==> src/design/bmhq_pkg.sv <==
// ----------------------------------------------------------------------------
// bmhq_pkg
// shared types and constants for the binary min-heap queue
// ----------------------------------------------------------------------------
package bmhq_pkg;

  localparam int DEPTH       = 64;
  localparam int KEY_WIDTH   = 32;
  localparam int ADDR_WIDTH  = $clog2(DEPTH);
  localparam int COUNT_WIDTH = $clog2(DEPTH + 1);
  localparam int OP_WIDTH    = 3;
  localparam int STAT_WIDTH  = 3;
  localparam int CAP_WIDTH   = 7;
  localparam logic [CAP_WIDTH-1:0] CAP_RESET = CAP_WIDTH'(64);
  localparam logic [KEY_WIDTH-1:0] KEY_MAX = {1'b0, {(KEY_WIDTH-1){1'b1}}};

  typedef enum logic [OP_WIDTH-1:0] {
    OP_INSERT   = 3'd0,
    OP_POP      = 3'd1,
    OP_DELETE   = 3'd2,
    OP_DECREASE = 3'd3,
    OP_PEEK     = 3'd4
  } op_t;

  typedef enum logic [STAT_WIDTH-1:0] {
    ST_OK        = 3'd0,
    ST_FULL      = 3'd1,
    ST_EMPTY     = 3'd2,
    ST_NOT_FOUND = 3'd3,
    ST_BAD_INDEX = 3'd4,
    ST_BAD_VALUE = 3'd5
  } status_t;

  typedef enum logic [3:0] {
    S_IDLE,
    S_POP_RD,
    S_LAST_RD,
    S_UP_ISSUE,
    S_UP_CMP,
    S_DN_L,
    S_DN_LD,
    S_DN_RD,
    S_SCAN_ISSUE,
    S_SCAN_CMP,
    S_PATH_ISSUE,
    S_PATH_WR,
    S_DEC_RD,
    S_PEEK_RD,
    S_DONE
  } state_t;

  typedef struct packed {
    logic [OP_WIDTH-1:0]          op;
    logic signed [KEY_WIDTH-1:0]  key;
    logic [ADDR_WIDTH-1:0]        slot;
  } req_t;

  typedef struct packed {
    logic signed [KEY_WIDTH-1:0]  value;
    logic [STAT_WIDTH-1:0]        status;
    logic [COUNT_WIDTH-1:0]       count;
  } rsp_t;

endpackage

==> src/design/bmhq_ram.sv <==
// ----------------------------------------------------------------------------
// bmhq_ram
// generic memory, one write port and one read port with registered read data
// ----------------------------------------------------------------------------
module bmhq_ram #(
  parameter int WIDTH = 32,
  parameter int DEPTH = 64
) (
  input  logic                     clk,
  input  logic                     we,
  input  logic [$clog2(DEPTH)-1:0] waddr,
  input  logic [WIDTH-1:0]         wdata,
  input  logic [$clog2(DEPTH)-1:0] raddr,
  output logic [WIDTH-1:0]         rdata
);

  logic [WIDTH-1:0] mem [DEPTH];

  always_ff @(posedge clk) begin
    if (we) begin
      mem[waddr] <= wdata;
    end
    rdata <= mem[raddr];
  end

endmodule

==> src/design/binary_min_heap_queue.sv <==
// ----------------------------------------------------------------------------
// binary_min_heap_queue
// array-based binary min-heap priority queue of signed keys
// ----------------------------------------------------------------------------
// usage:
//   requests arrive on in_valid/in_data; a transfer happens when in_valid is
//   high and in_stall is low. in_stall is high whenever a request is in work.
//   every request gives exactly one response on out_valid/out_data, held in
//   an output register until a transfer with out_stall low.
//   ops: insert, pop minimum, delete key, decrease at slot, peek.
//   full, empty, bad index and bad op requests go straight to the done state,
//   a peek reads the root first; the input is free again as soon as the
//   response is loaded. insert and decrease climb the tree one level at a
//   time; pop walks down one level at a time; delete scans the entries one
//   by one, moves the path up to the root, then walks down as pop does. all
//   of it is set by the single heap memory, one read and one write per
//   cycle, driven by the sequencer.
//   a new request may be taken while the last response still waits; the
//   finishing request then waits in its done state while out_stall is high.
//   cfg_wr_en/cfg_wr_data set the capacity limit; write only when idle.
//   reset (rst, synchronous) empties the heap and sets the limit to 64; the
//   memory itself is not cleared, entries beyond the count are never used.
// ----------------------------------------------------------------------------
module binary_min_heap_queue (
  input  logic                                clk,
  input  logic                                rst,
  input  logic                                in_valid,
  output logic                                in_stall,
  input  bmhq_pkg::req_t                      in_data,
  output logic                                out_valid,
  input  logic                                out_stall,
  output bmhq_pkg::rsp_t                      out_data,
  input  logic                                cfg_wr_en,
  input  logic [bmhq_pkg::CAP_WIDTH-1:0]      cfg_wr_data
);

  localparam int AW = bmhq_pkg::ADDR_WIDTH;
  localparam int CW = bmhq_pkg::COUNT_WIDTH;
  localparam int KW = bmhq_pkg::KEY_WIDTH;

  bmhq_pkg::state_t state, state_next;

  // control registers
  logic [CW-1:0]  count, count_next;
  logic [bmhq_pkg::CAP_WIDTH-1:0] cap;
  logic [AW-1:0]  idx, idx_next;          // hole position of the moving key
  logic [AW-1:0]  scan, scan_next;        // delete scan pointer
  logic           r_ok, r_ok_next;        // right child exists
  // payload registers
  logic signed [KW-1:0] k, k_next;        // moving key / request key
  logic signed [KW-1:0] lval, lval_next;  // left child value
  logic signed [KW-1:0] value, value_next;
  logic [bmhq_pkg::STAT_WIDTH-1:0] status, status_next;
  logic [bmhq_pkg::OP_WIDTH-1:0]   op;

  // memory port
  logic          we;
  logic [AW-1:0] waddr, raddr;
  logic [KW-1:0] wdata, rdata;
  logic signed [KW-1:0] rd;

  logic          accept;
  logic          full;
  logic [CW-1:0] cap_eff;
  logic [CW+1:0] lchild, rchild;
  logic [AW-1:0] parent;
  logic [AW-1:0] last_addr;
  logic          l_in, r_in;

  bmhq_ram #(
    .WIDTH (KW),
    .DEPTH (bmhq_pkg::DEPTH)
  ) u_heap (
    .clk   (clk),
    .we    (we),
    .waddr (waddr),
    .wdata (wdata),
    .raddr (raddr),
    .rdata (rdata)
  );

  assign rd       = $signed(rdata);
  assign in_stall = (state != bmhq_pkg::S_IDLE);
  assign accept   = in_valid && !in_stall;

  // capacity clipped to the array depth
  assign cap_eff = ({1'b0, cap} > (CW+1)'(bmhq_pkg::DEPTH)) ? CW'(bmhq_pkg::DEPTH)
                                                             : CW'(cap);
  assign full    = (count >= cap_eff);

  // tree navigation
  assign lchild    = {2'b00, idx, 1'b1};
  assign rchild    = lchild + 1'b1;
  assign parent    = AW'((idx - 1'b1) >> 1);
  assign last_addr = AW'(count - 1'b1);
  assign l_in      = (lchild < {2'b00, count});
  assign r_in      = (rchild < {2'b00, count});

  // next state
  always_comb begin
    state_next = state;
    case (state)
      bmhq_pkg::S_IDLE: begin
        if (accept) begin
          case (in_data.op)
            bmhq_pkg::OP_INSERT:   state_next = full ? bmhq_pkg::S_DONE
                                                     : bmhq_pkg::S_UP_ISSUE;
            bmhq_pkg::OP_POP:      state_next = (count == '0) ? bmhq_pkg::S_DONE
                                                              : bmhq_pkg::S_POP_RD;
            bmhq_pkg::OP_DELETE:   state_next = (count == '0) ? bmhq_pkg::S_DONE
                                                              : bmhq_pkg::S_SCAN_ISSUE;
            bmhq_pkg::OP_DECREASE: state_next = ({1'b0, in_data.slot} >= count)
                                                ? bmhq_pkg::S_DONE : bmhq_pkg::S_DEC_RD;
            bmhq_pkg::OP_PEEK:     state_next = (count == '0) ? bmhq_pkg::S_DONE
                                                              : bmhq_pkg::S_PEEK_RD;
            default:               state_next = bmhq_pkg::S_DONE;
          endcase
        end
      end
      bmhq_pkg::S_POP_RD,
      bmhq_pkg::S_PATH_ISSUE: begin
        if (state == bmhq_pkg::S_PATH_ISSUE && idx != '0) begin
          state_next = bmhq_pkg::S_PATH_WR;
        end else begin
          state_next = (count > CW'(1)) ? bmhq_pkg::S_LAST_RD : bmhq_pkg::S_DONE;
        end
      end
      bmhq_pkg::S_PATH_WR:  state_next = bmhq_pkg::S_PATH_ISSUE;
      bmhq_pkg::S_LAST_RD:  state_next = bmhq_pkg::S_DN_L;
      bmhq_pkg::S_UP_ISSUE: state_next = (idx == '0) ? bmhq_pkg::S_DONE
                                                     : bmhq_pkg::S_UP_CMP;
      bmhq_pkg::S_UP_CMP:   state_next = (rd > k) ? bmhq_pkg::S_UP_ISSUE
                                                  : bmhq_pkg::S_DONE;
      bmhq_pkg::S_DN_L:     state_next = l_in ? bmhq_pkg::S_DN_LD : bmhq_pkg::S_DONE;
      bmhq_pkg::S_DN_LD:    state_next = bmhq_pkg::S_DN_RD;
      bmhq_pkg::S_DN_RD: begin
        if ((lval < k) || (r_ok && rd < k)) begin
          state_next = bmhq_pkg::S_DN_L;
        end else begin
          state_next = bmhq_pkg::S_DONE;
        end
      end
      bmhq_pkg::S_SCAN_ISSUE: state_next = bmhq_pkg::S_SCAN_CMP;
      bmhq_pkg::S_SCAN_CMP: begin
        if (rd == k) begin
          state_next = bmhq_pkg::S_PATH_ISSUE;
        end else if ({1'b0, scan} + 1'b1 >= count) begin
          state_next = bmhq_pkg::S_DONE;
        end else begin
          state_next = bmhq_pkg::S_SCAN_ISSUE;
        end
      end
      bmhq_pkg::S_DEC_RD:  state_next = (k > rd) ? bmhq_pkg::S_DONE
                                                 : bmhq_pkg::S_UP_ISSUE;
      bmhq_pkg::S_PEEK_RD: state_next = bmhq_pkg::S_DONE;
      bmhq_pkg::S_DONE:    state_next = (!out_valid || !out_stall) ? bmhq_pkg::S_IDLE
                                                                   : bmhq_pkg::S_DONE;
      default:             state_next = bmhq_pkg::S_IDLE;
    endcase
  end

  // datapath and memory control
  always_comb begin
    count_next  = count;
    idx_next    = idx;
    scan_next   = scan;
    r_ok_next   = r_ok;
    k_next      = k;
    lval_next   = lval;
    value_next  = value;
    status_next = status;
    we          = 1'b0;
    waddr       = idx;
    wdata       = k;
    raddr       = '0;
    case (state)
      bmhq_pkg::S_IDLE: begin
        if (accept) begin
          k_next      = in_data.key;
          idx_next    = in_data.slot;
          scan_next   = '0;
          value_next  = '0;
          status_next = bmhq_pkg::ST_OK;
          raddr       = in_data.slot;   // decrease reads its slot, pop and peek the root
          case (in_data.op)
            bmhq_pkg::OP_INSERT: begin
              if (full) begin
                status_next = bmhq_pkg::ST_FULL;
              end else begin
                idx_next   = AW'(count);
                count_next = count + 1'b1;
              end
            end
            bmhq_pkg::OP_POP,
            bmhq_pkg::OP_PEEK: begin
              raddr = '0;
              if (count == '0) begin
                value_next  = bmhq_pkg::KEY_MAX;
                status_next = bmhq_pkg::ST_EMPTY;
              end
            end
            bmhq_pkg::OP_DELETE: begin
              if (count == '0) begin
                status_next = bmhq_pkg::ST_NOT_FOUND;
              end
            end
            bmhq_pkg::OP_DECREASE: begin
              if ({1'b0, in_data.slot} >= count) begin
                status_next = bmhq_pkg::ST_BAD_INDEX;
              end
            end
            default: status_next = bmhq_pkg::ST_BAD_VALUE;
          endcase
        end
      end
      bmhq_pkg::S_POP_RD,
      bmhq_pkg::S_PATH_ISSUE: begin
        if (state == bmhq_pkg::S_PATH_ISSUE && idx != '0) begin
          raddr = parent;
        end else begin
          if (state == bmhq_pkg::S_POP_RD) begin
            value_next = rd;
          end
          // last entry becomes the new root
          raddr      = last_addr;
          count_next = count - 1'b1;
        end
      end
      bmhq_pkg::S_PATH_WR: begin
        // push the ancestor down into the hole
        we       = 1'b1;
        wdata    = rdata;
        idx_next = parent;
      end
      bmhq_pkg::S_LAST_RD: begin
        k_next   = rd;
        idx_next = '0;
      end
      bmhq_pkg::S_UP_ISSUE: begin
        raddr = parent;
        if (idx == '0) begin
          we = 1'b1;
        end
      end
      bmhq_pkg::S_UP_CMP: begin
        we = 1'b1;
        if (rd > k) begin
          wdata    = rdata;
          idx_next = parent;
        end
      end
      bmhq_pkg::S_DN_L: begin
        raddr = lchild[AW-1:0];
        if (!l_in) begin
          we = 1'b1;
        end
      end
      bmhq_pkg::S_DN_LD: begin
        lval_next = rd;
        r_ok_next = r_in;
        raddr     = rchild[AW-1:0];
      end
      bmhq_pkg::S_DN_RD: begin
        we = 1'b1;
        // smaller child wins, left on a tie
        if (r_ok && rd < k && !(lval <= rd)) begin
          wdata    = rdata;
          idx_next = rchild[AW-1:0];
        end else if (lval < k) begin
          wdata    = lval;
          idx_next = lchild[AW-1:0];
        end else if (r_ok && rd < k) begin
          wdata    = rdata;
          idx_next = rchild[AW-1:0];
        end
      end
      bmhq_pkg::S_SCAN_ISSUE: begin
        raddr = scan;
      end
      bmhq_pkg::S_SCAN_CMP: begin
        if (rd == k) begin
          idx_next = scan;
        end else begin
          scan_next = scan + 1'b1;
          if ({1'b0, scan} + 1'b1 >= count) begin
            status_next = bmhq_pkg::ST_NOT_FOUND;
          end
        end
      end
      bmhq_pkg::S_DEC_RD: begin
        if (k > rd) begin
          status_next = bmhq_pkg::ST_BAD_VALUE;
        end
      end
      bmhq_pkg::S_PEEK_RD: begin
        value_next = rd;
      end
      default: begin
      end
    endcase
  end

  always_ff @(posedge clk) begin
    if (rst) begin
      state     <= bmhq_pkg::S_IDLE;
      count     <= '0;
      cap       <= bmhq_pkg::CAP_RESET;
      out_valid <= 1'b0;
      r_ok      <= 1'b0;
    end else begin
      state <= state_next;
      count <= count_next;
      r_ok  <= r_ok_next;
      if (cfg_wr_en) begin
        cap <= cfg_wr_data;
      end
      if (state == bmhq_pkg::S_DONE && (!out_valid || !out_stall)) begin
        out_valid <= 1'b1;
      end else if (!out_stall) begin
        out_valid <= 1'b0;
      end
    end
  end

  always_ff @(posedge clk) begin
    idx    <= idx_next;
    scan   <= scan_next;
    k      <= k_next;
    lval   <= lval_next;
    value  <= value_next;
    status <= status_next;
    if (accept) begin
      op <= in_data.op;
    end
    if (state == bmhq_pkg::S_DONE && (!out_valid || !out_stall)) begin
      // every op but pop and peek reports value zero
      out_data.value  <= (op == bmhq_pkg::OP_POP || op == bmhq_pkg::OP_PEEK) ? value : '0;
      out_data.status <= status;
      out_data.count  <= count;
    end
  end

endmodule

==> config.mk <==
export PLATFORM = sky130hd
export DESIGN_NAME = binary_min_heap_queue
export DESIGN_NICKNAME = d
export VERILOG_FILES = /design/src/design/bmhq_pkg.sv /design/src/design/bmhq_ram.sv /design/src/design/binary_min_heap_queue.sv
export SDC_FILE = /design/constraint.sdc
export NUM_CORES = 2
export LEC_CHECK = 0
export BUFFER_PORTS_ARGS = -buffer_cell sky130_fd_sc_hd__buf_4
export CAP_MARGIN = 5
export CORE_MARGIN = 1.5
export CORE_UTILIZATION = 63
export DETAILED_ROUTE_END_ITERATION = 12
export MAX_ROUTING_LAYER = met4
export PLACE_DENSITY = 0.79
export SLEW_MARGIN = 20
export SYNTH_ARGS = -nofsm -noshare
export SYNTH_HDL_FRONTEND = slang
export SYNTH_SLANG_ARGS = --single-unit
==> constraint.sdc <==
create_clock -name clk -period 6.67 [get_ports clk]
set_input_delay 1.334 -clock clk [delete_from_list [all_inputs] [get_ports clk]]
set_output_delay 1.334 -clock clk [all_outputs]
set_load 0.03 [all_outputs]
== Word level (Yosys, flattened, before mapping) ==
Memory sizes are Yosys's and may differ from the RTL's. A register that Yosys moved wholly into a read port is not among the register bits.
Index checks and enable logic that the tools add are counted.

* Div/mod/pow operators: 0
* Order comparisons: 12
* Equal/unequal tests: 33
* Add/sub/neg operators: 6
* Reduce and logical (&&, ||, !) cells: 33
* Multipliers: 0
* Mux-type cells: 70
* Shift operators: 0
* Bitwise logic cells: 0

{| class="wikitable"
|+ Operators by type and width
! cell !! count
|-
| two-way mux 32 bit || 8
|-
| one-hot mux 32 bit (3 select lines) || 2
|-
| two-way mux 6 bit || 13
|-
| one-hot mux 6 bit (6 select lines) || 2
|-
| > comparator 32 bit || 2
|-
| less-than comparator 32 bit || 2
|-
| one-hot mux 32 bit (2 select lines) || 1
|-
| two-way mux 31 bit || 2
|-
| one-hot mux 4 bit (14 select lines) || 1
|-
| two-way mux 4 bit || 11
|-
| two-way mux 7 bit || 5
|-
| equality test 32 bit || 1
|-
| less-or-equal comparator 32 bit || 1
|-
| equality test 4 bit (second input constant) || 7
|-
| two-way mux 3 bit || 8
|-
| one-hot mux 4 bit (5 select lines) || 1
|-
| inequality test 2 bit (second input constant) || 9
|-
| equality test 4 x 3 -> 1 bit (second input constant) || 4
|-
| AND reduction 5 bit || 3
|-
| greater-or-equal comparator 7 bit || 2
|-
| one-hot mux 7 bit (2 select lines) || 1
|-
| one-hot mux 3 bit (4 select lines) || 1
|-
| one-hot mux 6 bit (2 select lines) || 1
|-
| nonzero test 6 bit || 2
|-
| 37 further kinds || 64
|}

* Output and inout port bits: 44
* Bits in registers: 176
* Logic and storage cells: 170
* Memories: 1
* Memory bits (writable): 2,048
* Memory bits (read-only): 0
* Latch bits: 0

{| class="wikitable"
|+ Memories
! name !! words !! bits a word !! rd ports !! clocked after Yosys merged registers in !! write ports !! RTL line !! source
|-
| u_heap.mem || 64 || 32 || 1 || 1 || 1 || bmhq_ram.sv:17 || <nowiki>logic [WIDTH-1:0] mem [DEPTH];</nowiki>
|}

== Depth between registers and ports, before layout ==
* Depth after elaboration: 7
* Mapped depth: 17

== Hierarchy ==
From an unflattened synthesis, not the netlist that was laid out.

* Cell total of the unflattened synthesis: 4,801
* Area total of the unflattened synthesis: 90,576.9 µm²

{| class="wikitable"
|+ Modules (own cells, without submodules)
! module !! area an instance (µm²) !! sequential area each (µm²) !! cells an instance !! instances
|-
| bmhq_ram || 78,884.4 || 62,139.6 || 3,572 || 1
|-
| binary_min_heap_queue || 11,692.5 || 5,084.9 || 1,229 || 1
|}

== Worst setup path after synthesis ==
OpenSTA, ideal clock, no wires.

* Path type: flip-flop to flip-flop
* From: register k[14]
* To: memory u_heap.mem[0][0] (data pin)
* Setup slack: 1,500 ps
* Period minus slack after synthesis: 5,170 ps
* Data required time: 6,122 ps
* Data arrival time: 4,622 ps
* Stages on the path, launching flop included: 12
* Setup time: 548 ps
* Path through: edfxtp_1 > ha_1 > a21oi_1 > nand2_1 > a22o_1 > o41a_1 > or4b_2 > nand2_1 > a21o_1 > clkbuf_1 > o221ai_1 > a21oi_1

* Word-level cells in the longest chain between the ends: 6

{| class="wikitable"
|+ Ends and longest elaborated chain
! what !! RTL line !! source
|-
| start, declared || binary_min_heap_queue.sv:50 || <nowiki>logic signed [KW-1:0] k, k_next;</nowiki>
|-
| start signal, assigned || binary_min_heap_queue.sv:328 || <nowiki>k <= k_next;</nowiki>
|-
| less-than comparator 32 bit || binary_min_heap_queue.sv:266, binary_min_heap_queue.sv:272 ||
|-
| logical AND 1 bit || binary_min_heap_queue.sv:266, binary_min_heap_queue.sv:272 ||
|-
| two-way mux 32 bit || binary_min_heap_queue.sv:272 || <nowiki>end else if (r_ok && rd < k) begin</nowiki>
|-
| two-way mux 32 bit || binary_min_heap_queue.sv:269 || <nowiki>end else if (lval < k) begin</nowiki>
|-
| two-way mux 32 bit || binary_min_heap_queue.sv:266 || <nowiki>if (r_ok && rd < k && !(lval <= rd)) begin</nowiki>
|-
| one-hot mux 32 bit (3 select lines) * || binary_min_heap_queue.sv:176 || <nowiki>case (state)</nowiki>
|-
| via u_heap.wdata[0] || bmhq_ram.sv:12 || <nowiki>input logic [WIDTH-1:0] wdata,</nowiki>
|-
| end, declared || bmhq_ram.sv:17 ||
|}

The timed path passes the listed nets; every way through them passes the cells marked *.

== Final worst setup path ==
* From: register idx[3]
* To: register u_heap.rdata[30] (read register of u_heap.mem)

* Word-level cells in the longest chain between the ends: 4

{| class="wikitable"
|+ Ends and longest elaborated chain
! what !! RTL line !! source
|-
| start, declared || binary_min_heap_queue.sv:46 || <nowiki>logic [AW-1:0] idx, idx_next;</nowiki>
|-
| start signal, assigned || binary_min_heap_queue.sv:326 || <nowiki>idx <= idx_next;</nowiki>
|-
| branches (longest 3 deep; another with subtractor 6 x 1 -> 6 bit) || n/a ||
|-
| one-hot mux 6 bit (6 select lines) * || binary_min_heap_queue.sv:176 ||
|-
| end, declared || bmhq_ram.sv:14 || <nowiki>output logic [WIDTH-1:0] rdata</nowiki>
|}

Every way passes the cells marked *.
A chain may end at the register's enable or synchronous reset.

==> impl_metrics.env <==
export IMPL_synth_simple_area_share=0.117
export IMPL_viasPerCell=7.16
export IMPL_final_common_cell="edfxtp_1"
export IMPL_rsz0062_at_grt="no"
export IMPL_cts_tree="built"
export IMPL_layout_drive_gt1_share=0.121
export IMPL_area_delta_synth_final_pct=12.2
export IMPL_grt_max_degree=130
export IMPL_initial_core_util=0.634
export IMPL_synth_warning_count=0
export IMPL_fill_cells=9219
export IMPL_netlist_area_um2=93600
export IMPL_synthXorXnorAreaFrac=0.00262
export IMPL_tightestPinTransition_ns=1.39
export IMPL_synthArstFlopShare=0
export IMPL_fin_ws_ns=0.494
export IMPL_ys_flop_type="edfxtp_1"
export IMPL_layout_nets=7170
export IMPL_utilization=0.711
export IMPL_r2r_cells=11
export IMPL_maxSlewHeadroom=0.0665
export IMPL_ctsResizeCount=0
export IMPL_io_buffer_count=96
export IMPL_cts_inserted_buffers=212
export IMPL_min_period_ns=6.18
export IMPL_synth_top_family_by_area="simple AND/OR/NAND/NOR gates"
export IMPL_fin_skew_ns=0.0412
export IMPL_synth_edf_count=2204
export IMPL_fp_row_count=141
export IMPL_wl_um=301000
export IMPL_antenna_found_initial=27
export IMPL_yosysSeqAreaShare=0.718
export IMPL_drt_pass1_iter_count=9
export IMPL_seq_area_um2=67200
export IMPL_drc_errors=0
export IMPL_place_congestion=1.01
export IMPL_end_kind="flop"
export IMPL_cap_violations=0
export IMPL_dpl_cell_count=8699
export IMPL_coreArea_um2=148000
export IMPL_synthAdderAreaFrac=0.0178
export IMPL_grt_total_usage=0.406
export IMPL_overflow=0
export IMPL_fin_cells=9121
export IMPL_multiInputGateArea_um2=24800
export IMPL_final_cell_mix="edfxtp_1 (2204), nand2_1 (1394), nand3_1 (461)"
export IMPL_cts_root_buf="clkbuf_16"
export IMPL_min_period_over_period=0.926
export IMPL_syn_area_per_cell_um2=13.7
export IMPL_syn_num_nets=7016
export IMPL_setup_viol=0
export IMPL_ys_types=88
export IMPL_critPathRequiredTime_ns=7.48
export IMPL_wire_per_inst_um=33.0
export IMPL_dp_slack_ns=0.484
export IMPL_maxSlewViolCount=0
export IMPL_ant_nets=0
export IMPL_clockBufferDepth=3
export IMPL_clock_sinks=2256
export IMPL_hold_viol_final=0
export IMPL_synth_area_mux_share=0.0271
export IMPL_critical_path_class="flop to flop"
export IMPL_dpl_cell_area_um2=98200
export IMPL_grt_pass1_wl_um=426000
export IMPL_hp_class="flop to flop"
export IMPL_startpoint_type="flop"
export IMPL_ys_seq_elements=2256
export IMPL_synth_compound_area_frac=0.0905
export IMPL_syn_instance_count=6830
export IMPL_post_cts_buffers=0
export IMPL_fmax_mhz=162
export IMPL_status="finished, final reports clean"
export IMPL_die_area_um2=151000
export IMPL_cp_max_fo=60
export IMPL_initialDrtViolationCount=12146
export IMPL_place_hpwl_um=182000
export IMPL_ios=97
export IMPL_grt_pass1_vias=61178
export IMPL_final_area_um2=105000
export IMPL_vias=65313
export IMPL_r2r_setup_slack_ns=0.49
export IMPL_clk_pin_slew_ns=0.07
export IMPL_die_h_um=388
export IMPL_cts_hold_buf=0
export IMPL_hold_path_depth=0
export IMPL_die_w_um=388
export IMPL_critPathArrivalTime_ns=6.98
export IMPL_insertion_delay_ns=0.87
export IMPL_cts_htree_levels=4
-- kinds of logic (layout without fill, tap and decap cells) --
family / after synthesis / after routing
buffers and inverters: 554 / 888
AO/OA/AOI/OAI: 1156 / 1156
flip-flops: 2256 / 2256
multiplexers: 248 / 248
AND/OR/NAND/NOR: 2455 / 2455
other: 0 / 27
adder cells (fa/ha/maj): 133 / 133
XOR/XNOR: 28 / 28
-- synth_stat cells, drive strengths merged, types with 9 or more instances --
library cell  number  area, um^2
a2111oi           42         387
o211ai            14         105
a31oi            140         876
and2              40         250
nand3            462        2310
a21o              48         360
buf              282        1460
nor4              20         125
o22ai             36         225
nand4             87         544
mux2              33         372
nand2           1398        5260
mux2i            214        2140
o21ai             83         427
a22oi             21         158
ha               133        1660
nor3              34         170
a32oi             83         727
o2111ai           16         140
o31ai              9        67.6
nor2b             16         100
a41oi             11        96.3
o21a              10        75.1
inv              103         387
edfxtp          2204       66200
a311oi           106         935
a221o             18         180
nor2             159         617
clkbuf           169         634
and3             184        1150
a21oi            187         940
a221oi            58         538
dfxtp             52        1040
xnor2             24         210
nand2b            18         113
o221ai            39         342
a211oi           157        1180
-- flip-flops by register name, indices dropped and copies added, names as in the netlist, 3 cells and up --
name and cells:
cap 7, value 32, u_heap.mem 2048, state 4, scan 6, lval 32, u_heap.rdata 32, idx 6
k 32, out_data 42, status 3, count 7, op 3
-- path summary, 6_finish.rpt --
kind	startpoint	endpoint
hold / removal	status[1]$_DFFE_PP_	out_data[8]$_DFFE_PP_
hold reg to reg	status[1]$_DFFE_PP_	out_data[8]$_DFFE_PP_
setup reg to reg	idx[3]$_DFFE_PP_	u_heap.rdata[30]$_DFF_P_
setup / recovery	idx[3]$_DFFE_PP_	u_heap.rdata[30]$_DFF_P_
-- stage by stage --
step / setup TNS, ns / hold slack (ns)
after floorplan: 0 / 0.400
after global placement: -0.135 / 0.407
after detailed placement: 0 / 0.411
after CTS: 0 / 0.426
after global routing: 0 / 0.439
final: 0 / 0.422
-- per-layer routing --
metal  share of wire  vias to the layer above  routed length (um)  global-route usage
li1                -                    26575                   -                   -
met1            0.34                    31478              103000               0.530
met2            0.43                     6040              130000               0.569
met3            0.16                     1220               47900               0.123
met4           0.067                        0               20200               0.233
met5               0                        -                   0                   -
-- area by class of cell --
cell class | instances | share of cell area
Sequential cell | 2256 | 0.641
Inverter | 103 | 0.00368
Clock inverter | 102 | 0.00861
Antenna cell | 27 | 0.000644
Clock buffer | 292 | 0.0547
Multi-Input combinational cell | 4020 | 0.236
Tap cell | 1930 | 0.0230
Timing Repair Buffer | 391 | 0.0326
-- critical path: stages (launching register included) --
cell	delay [ns]
edfxtp_1	0.73
or3_1	0.87
o21ai_4	0.22
a221o_1	0.46
nor2_4	0.75
buf_12	0.40
buf_12	0.35
mux2i_1	0.13
o32ai_1	0.54
nor4_1	0.12
a211oi_1	1.15
o22a_1	0.26
Power is not shown: default switching activity piles up to over one toggle a cycle in this logic, so the estimate is an artifact.
